==> src/sv/lfu_pkg.sv <==
package lfu_pkg;

  // default built table size
  localparam int DEF_MAX_ENTRIES = 16;

  // slot number and live count fields are sized for the largest table (256)
  localparam int SLOT_W = 8;
  localparam int LIVE_W = 9;

  localparam int KEY_W   = 32;
  localparam int DATA_W  = 32;
  localparam int USES_W  = 32;
  localparam int STAMP_W = 64;
  localparam int CAP_W   = 5;

  localparam logic [CAP_W-1:0] CAP_RESET = CAP_W'(16);

  typedef enum logic {
    ACT_GET = 1'b0,
    ACT_PUT = 1'b1
  } action_t;

  typedef struct packed {
    logic              action;
    logic [KEY_W-1:0]  key;
    logic [DATA_W-1:0] value;
  } in_word_t;

  typedef struct packed {
    logic              hit;
    logic [DATA_W-1:0] read_value;
  } out_word_t;

  // running summary handed from cell to cell
  typedef struct packed {
    logic               active;
    logic               found;
    logic [SLOT_W-1:0]  found_slot;
    logic [DATA_W-1:0]  found_data;
    logic               free_ok;
    logic [SLOT_W-1:0]  free_slot;
    logic               victim_ok;
    logic [SLOT_W-1:0]  victim_slot;
    logic [USES_W-1:0]  victim_uses;
    logic [STAMP_W-1:0] victim_stamp;
    logic [LIVE_W-1:0]  live;
  } carry_t;

  // entry update broadcast to all cells
  typedef struct packed {
    logic               en;
    logic               insert;
    logic               wr_data;
    logic [SLOT_W-1:0]  slot;
    logic [KEY_W-1:0]   key;
    logic [DATA_W-1:0]  value;
    logic [STAMP_W-1:0] stamp;
  } upd_t;

  typedef enum logic [1:0] {
    ST_IDLE,
    ST_SCAN,
    ST_COMMIT
  } state_t;

endpackage

==> src/sv/lfu_cell.sv <==
module lfu_cell
  import lfu_pkg::*;
#(
  parameter int IDX = 0
) (
  input  logic             clk,
  input  logic             rst_n,
  input  logic [KEY_W-1:0] req_key,
  input  carry_t           carry_in,
  output carry_t           carry_out,
  input  upd_t             upd
);

  logic               valid_r;
  logic [KEY_W-1:0]   key_r;
  logic [DATA_W-1:0]  data_r;
  logic [USES_W-1:0]  uses_r;
  logic [STAMP_W-1:0] stamp_r;
  carry_t             carry_r;
  carry_t             carry_nxt;
  logic               match;
  logic               sel;

  assign match = valid_r && (key_r == req_key);
  assign sel   = upd.en && (upd.slot == SLOT_W'(IDX));

  always_comb begin
    carry_nxt = carry_in;
    if (carry_in.active) begin
      if (match && !carry_in.found) begin
        carry_nxt.found      = 1'b1;
        carry_nxt.found_slot = SLOT_W'(IDX);
        carry_nxt.found_data = data_r;
      end
      if (valid_r) begin
        carry_nxt.live = carry_in.live + LIVE_W'(1);
        // strict compares keep the lower slot on a full tie
        if (!carry_in.victim_ok || (uses_r < carry_in.victim_uses) ||
            ((uses_r == carry_in.victim_uses) && (stamp_r < carry_in.victim_stamp))) begin
          carry_nxt.victim_ok    = 1'b1;
          carry_nxt.victim_slot  = SLOT_W'(IDX);
          carry_nxt.victim_uses  = uses_r;
          carry_nxt.victim_stamp = stamp_r;
        end
      end else if (!carry_in.free_ok) begin
        carry_nxt.free_ok   = 1'b1;
        carry_nxt.free_slot = SLOT_W'(IDX);
      end
    end
  end

  always_ff @(posedge clk) begin
    if (!rst_n) begin
      carry_r <= '0;
    end else begin
      carry_r <= carry_nxt;
    end
  end

  assign carry_out = carry_r;

  always_ff @(posedge clk) begin
    if (!rst_n) begin
      valid_r <= 1'b0;
    end else if (sel && upd.insert) begin
      valid_r <= 1'b1;
    end
  end

  always_ff @(posedge clk) begin
    if (sel) begin
      stamp_r <= upd.stamp;
      if (upd.insert) begin
        key_r  <= upd.key;
        data_r <= upd.value;
        uses_r <= USES_W'(1);
      end else begin
        if (upd.wr_data) begin
          data_r <= upd.value;
        end
        if (uses_r != '1) begin
          uses_r <= uses_r + USES_W'(1);
        end
      end
    end
  end

endmodule

==> config.mk <==
export PLATFORM = sky130hd
export DESIGN_NAME = lfu_cell
export DESIGN_NICKNAME = d
export VERILOG_FILES = /design/src/sv/lfu_pkg.sv /design/src/sv/lfu_cell.sv
export SDC_FILE = /design/constraint.sdc
export NUM_CORES = 1
export LEC_CHECK = 0
export ABC_CLOCK_PERIOD_IN_PS = 15800
export BUFFER_PORTS_ARGS = -buffer_cell sky130_fd_sc_hd__buf_2
export CORE_ASPECT_RATIO = 0.5
export CORE_UTILIZATION = 40
export CTS_CLUSTER_DIAMETER = 40
export DETAILED_ROUTE_END_ITERATION = 8
export HOLD_SLACK_MARGIN = 0.02
export PLACE_DENSITY = 0.62
export REMOVE_ABC_BUFFERS = 1
export SYNTH_ARGS = -nofsm -noshare
export SYNTH_HDL_FRONTEND = slang
export SYNTH_SLANG_ARGS = --single-unit
==> constraint.sdc <==
create_clock -name clk -period 15.8 [get_ports clk]
set_input_delay 3.16 -clock clk [delete_from_list [all_inputs] [get_ports clk]]
set_output_delay 3.16 -clock clk [all_outputs]
set_load 0.02 [all_outputs]
# ---- Yosys cells after proc, flatten, opt, wreduce, memory -nomap -nowiden
# Index checks and enable logic that the tools add are counted.
dict set report word_totals {
  reg_bits 326
  latch_bits 0
  mem_bits_rw 0
  mem_bits_ro 0
  inputBits 338
  wordCells 47
  mem_count 0
}
dict set report classes {
  addsub 2
  mul 0
  n_div 0
  magnitude_cmp 2
  n_eq_ne 3
  shift 0
  mux 9
  bitwise_logic 0
  n_reduce_logical 15
}
# operator count
set ops {}
lappend ops {{two-way mux 164 bit} 1}
lappend ops {{two-way mux 114 bit} 1}
lappend ops {{two-way mux 105 bit} 1}
lappend ops {{two-way mux 32 bit} 3}
lappend ops {{== test 32 bit} 2}
lappend ops {{less-than comparator 64 bit} 1}
lappend ops {{two-way mux 41 bit} 1}
lappend ops {{adder 32 x 1 -> 32 bit, second input constant} 1}
lappend ops {{less-than comparator 32 bit} 1}
lappend ops {{inequality test 32 bit, second input constant} 1}
lappend ops {{adder 9 x 1 -> 9 bit, second input constant} 1}
lappend ops {{two-way mux 9 bit} 1}
lappend ops {{logical NOT 8 bit} 1}
lappend ops {{two-way mux 8 bit} 1}
lappend ops {{AND reduction 2 bit} 3}
lappend ops {{logical AND 1 bit} 5}
lappend ops {{nonzero test 2 bit} 2}
lappend ops {{logical NOT 1 bit} 2}
lappend ops {{logical OR 1 bit} 2}

# ---- Logic depth before layout (Yosys ltp)
dict set report logic_depth {
  depth_word 6
  mapped_depth 11
  mapped_depth_nobuf 9
}

# ---- Worst setup path before layout
# OpenSTA, ideal clock, no wires.
dict set report synth_timing {
  path_kind {input to register}
  from {in upd[130] in the netlist's numbering}
  to {reg uses_r[0] (enable)}
  arrival_time_ns 12.402
  setup_slack_ns 2.928
  path_stages 4
  n_path_buf 0
  path_cell_list {nor4_1 > nand3b_1 > nor4_1 > a21boi_0}
}
dict set report synth_between {
  elab_chain_len 3
}
# element line_no
set synth_lines {}
lappend synth_lines {{from (decl)} lfu_cell.sv:11} ;# input upd_t upd
lappend synth_lines {{logical NOT 8 bit} lfu_cell.sv:25} ;# assign sel = upd.en && (upd.slot == SLOT_W'(IDX));
lappend synth_lines {{logical AND 1 bit} lfu_cell.sv:25}
lappend synth_lines {{named net sel} lfu_cell.sv:22} ;# logic sel;
lappend synth_lines {{AND reduction 2 bit (no source line)} -}
lappend synth_lines {{to (signal assigned)} lfu_cell.sv:82} ;# uses_r <= uses_r + USES_W'(1);
lappend synth_lines {{to (decl)} lfu_cell.sv:17} ;# logic [USES_W-1:0] uses_r;
# The timed path passes the listed nets, and every way through them passes these cells.
# A chain may end at the register's enable or synchronous reset.

# ---- Worst setup path after layout
dict set report layout_timing {
  from {in carry_in[88] in the netlist's numbering}
  to {reg carry_r (netlist bit carry_out[105])}
}
dict set report layout_between {
  elab_chain_len 6
}
# element line_no
set layout_lines {}
lappend layout_lines {{from (decl)} lfu_cell.sv:9} ;# input carry_t carry_in,
lappend layout_lines {{less-than comparator 32 bit or == test 32 bit (tied branches)} {lfu_cell.sv:38, lfu_cell.sv:39}}
lappend layout_lines {{logical OR 1 bit or logical AND 1 bit (tied branches)} {lfu_cell.sv:38, lfu_cell.sv:39}}
lappend layout_lines {{logical OR 1 bit (*)} lfu_cell.sv:38} ;# if (!carry_in.victim_ok || (uses_r < carry_in.victim_uses) ||
lappend layout_lines {{two-way mux 105 bit (*)} lfu_cell.sv:38}
lappend layout_lines {{two-way mux 114 bit (*)} lfu_cell.sv:35} ;# if (valid_r) begin
lappend layout_lines {{two-way mux 164 bit (*)} lfu_cell.sv:29} ;# if (carry_in.active) begin
lappend layout_lines {{to (signal assigned)} lfu_cell.sv:56} ;# carry_r <= carry_nxt;
lappend layout_lines {{to (decl)} lfu_cell.sv:19} ;# carry_t carry_r;
# Mark *: on every way between the ends. The rest lies on a longest branch, timed or not.

==> run metrics <==
#FFs+latches synth 326; Peak VDD IR 72.0 uV; number of H-tree levels 2; layout cells sized above 1 31.5%; highest clock frequency the design can meet 136 MHz; switching share of power 24.0%; type of destination of the critical path flop; fraction of synthesized cell area in xor and xnor cells 3.69%; measured slew at the worst slew-check pin 1110 ps; Final Non-Filler Cells 2,311; result of the run complete, no violations; dpl cells 2,232; routability congestion estimate from global placement 0.806; top cell type's share of synthesized area 33.2%; hold bufs inserted after CTS 0; latest clock arrival within the worst-skew pair 520 ps; via count 11,000; Register-to-Register Setup Slack 10,630 ps; Buffers on Ports 502; Max clock buf depth 3; Post-Route Hold Slack 499 ps; total power divided by cell area 105 nW/um^2; internal cell power 1.49 mW; category of the critical setup timing path in -> reg; pin count of the biggest net entering global routing 108; Post-Synth Adder-Cell Area 8.38%; GRT met3 Usage 2.95%; leakage dissipation 8.36 nW; final max-slew violation count 0; overall die area 37,000 um^2; average footprint of a synthesized cell 11.2 um^2; total number of clock tree sinks 326; half-perimeter wire length after detailed placement 30,900 um; global-route wire length before repair 59,400 um; critical path arrival 7770 ps; # Max-Cap Violations 0; drt total wl 40,700 um; CP max FO 60; starting density of the core 41.3%; Netlist Area Pre-Place 14,500 um^2; number of setup violations in the final report 0; post-synthesis async set-or-reset flop share 0%; worst path required time 16,210 ps; clock period minus worst slack 7370 ps; router iterations before antenna repair 5; vias per cell 4.75; proportion of synthesized area in mux cells 8.85%; Sequential Area 8130 um^2; worst clock skew 21.1 ps; number of antenna violations at the first check in global routing 7; vertical die dimension 137 um; ys flop type dfxtp_1; post-detailed-route count of antenna-violating nets 0; buffer count from post-CTS setup fixing 0; total number of yosys warnings 0; count of flip-flops with a built-in enable after synthesis 160; most frequent cell after synthesis nand2_1; clock edge transition at the registers on the reported setup and hold paths 60 ps; worst setup margin 8430 ps; share of power burned in the clock network 44.4%; count of nets after finishing 2,232; area of combinational cells with multiple inputs 5760 um^2; # resized after CTS 0; Hold WC Path Type reg -> reg; combinational power share 9.0%; main combinational cell family by area after synthesis simple AND/OR/NAND/NOR gates; clock tree root driver cell clkbuf_16; core occupancy in the finished layout 53.3%; per-cell routed wire length 17.6 um; unrepaired setup endpoints after global routing false; Std-Cell Rows 48; number of buffers inserted during clock tree synthesis 38; number of top-level pins 503; DR DRC count 0; simple logic cell fraction of the synthesized area 14.1%; area overhead of the layout relative to synthesis 29.1%; dominant cells by area after synthesis edfxtp_1 (33%), dfxtp_1 (23%), mux2i_1 (8.8%); detailed router's first-iteration violation count 523; leftover overflow at the end of global routing 0; Power Total 1.96 mW; post-synthesis instance total 1,292; M1 GR Usage 26.7%; final hold vios 0; commonest cells in the synthesized netlist nand2_1 (236), dfxtp_1 (166), edfxtp_1 (160); busiest grt layer met2; cell accounting for the most synthesized area edfxtp_1; portion of total power attributed to sequential cells 46.7%; element type at the critical path start primary input; number of global-route vias before repair 10,300; fill cell instance count of the final layout 3,244; DP Area 17,500 um^2; Switching Power 0.469 mW; share of the cycle needed by the critical path after routing 46.6%; relative slew slack 26.2%; post-synthesis sequential area ratio 56.1%; Post-Route Setup TNS 0 ps; area of the core 35,100 um^2; combined global-route utilization of all metal layers 20.9%; post-synthesis compound-gate area fraction 4.53%; TritonCTS clock tree yes; global-route met2 utilization 37.2%; Design Area, Final 18,700 um^2; DP Worst Slack 7830 ps; DIE WIDTH 271 um; unique cell type count in the Yosys netlist 49
==> critical path: stages <==
cell and delay, ps:
buf_2 90, inv_1 40, ha_1 290, nand4_1 170
nor4_1 560, nor3b_2 260, o2111a_1 270, o2111ai_1 280
a21oi_4 900, buf_4 500, buf_4 860, and3b_1 270
==> per-layer routing <==
layer	up-vias	routed length, um
li1	5482	-
met1	5214	17400
met2	212	21100
met3	59	1430
met4	0	822
met5	-	0
==> cells in the final DEF (no fill, tap or decap), types with 37 or more instances in the layout <==
cell,n
a21oi_1,37
buf_2,501
clkbuf_16,41
dfxtp_1,166
edfxtp_1,160
ha_1,97
inv_1,101
mux2i_1,128
nand2_1,236
nor2b_1,37
xnor2_1,37
==> logic make-up (layout without fill, tap and decap cells) <==
group | Yosys count | in the layout
AO/OA/AOI/OAI | 102 | 102
XOR/XNOR | 61 | 61
AND/OR/NAND/NOR | 431 | 431
flip-flops | 326 | 326
buffers and inverters | 147 | 682
other | 0 | 9
adder cells (fa/ha/maj) | 97 | 97
multiplexers | 128 | 128
==> flip-flops by register name, summed over array words and instances, names as in the netlist <==
signal and cells:
valid_r 1, key_r 32, data_r 32, stamp_r 64, uses_r 32, carry_out 165
==> final timing paths <==
check / startpoint / endpoint / cells past startpoint
max: carry_in[88] / carry_out[105] / 12
min: data_r[2] / carry_out[125] / 2
max reg2reg: uses_r[15] / carry_out[105] / 10
min reg2reg: data_r[2] / carry_out[125] / 2
==> area by class of cell <==
type | count | area share [%]
sequential | 326 | 43.5
multi-input combinational | 819 | 30.8
timing repair buffer | 511 | 13.8
clock buffer | 52 | 5.81
tap | 475 | 3.18
inverter | 101 | 2.03
clock inverter | 18 | 0.763
antenna | 9 | 0.120
==> power groups by stage <==
stage	clock, mW	combinational, mW	sequential, mW
final	0.869	0.175	0.913
after floorplan	0	0.0519	0.961
after detailed placement	0	0.176	0.932
after CTS	0.889	0.177	0.914
after global routing	0.926	0.193	0.915
after global placement	0	0.174	0.932
Note: power is estimated with default switching activity, not from simulation.
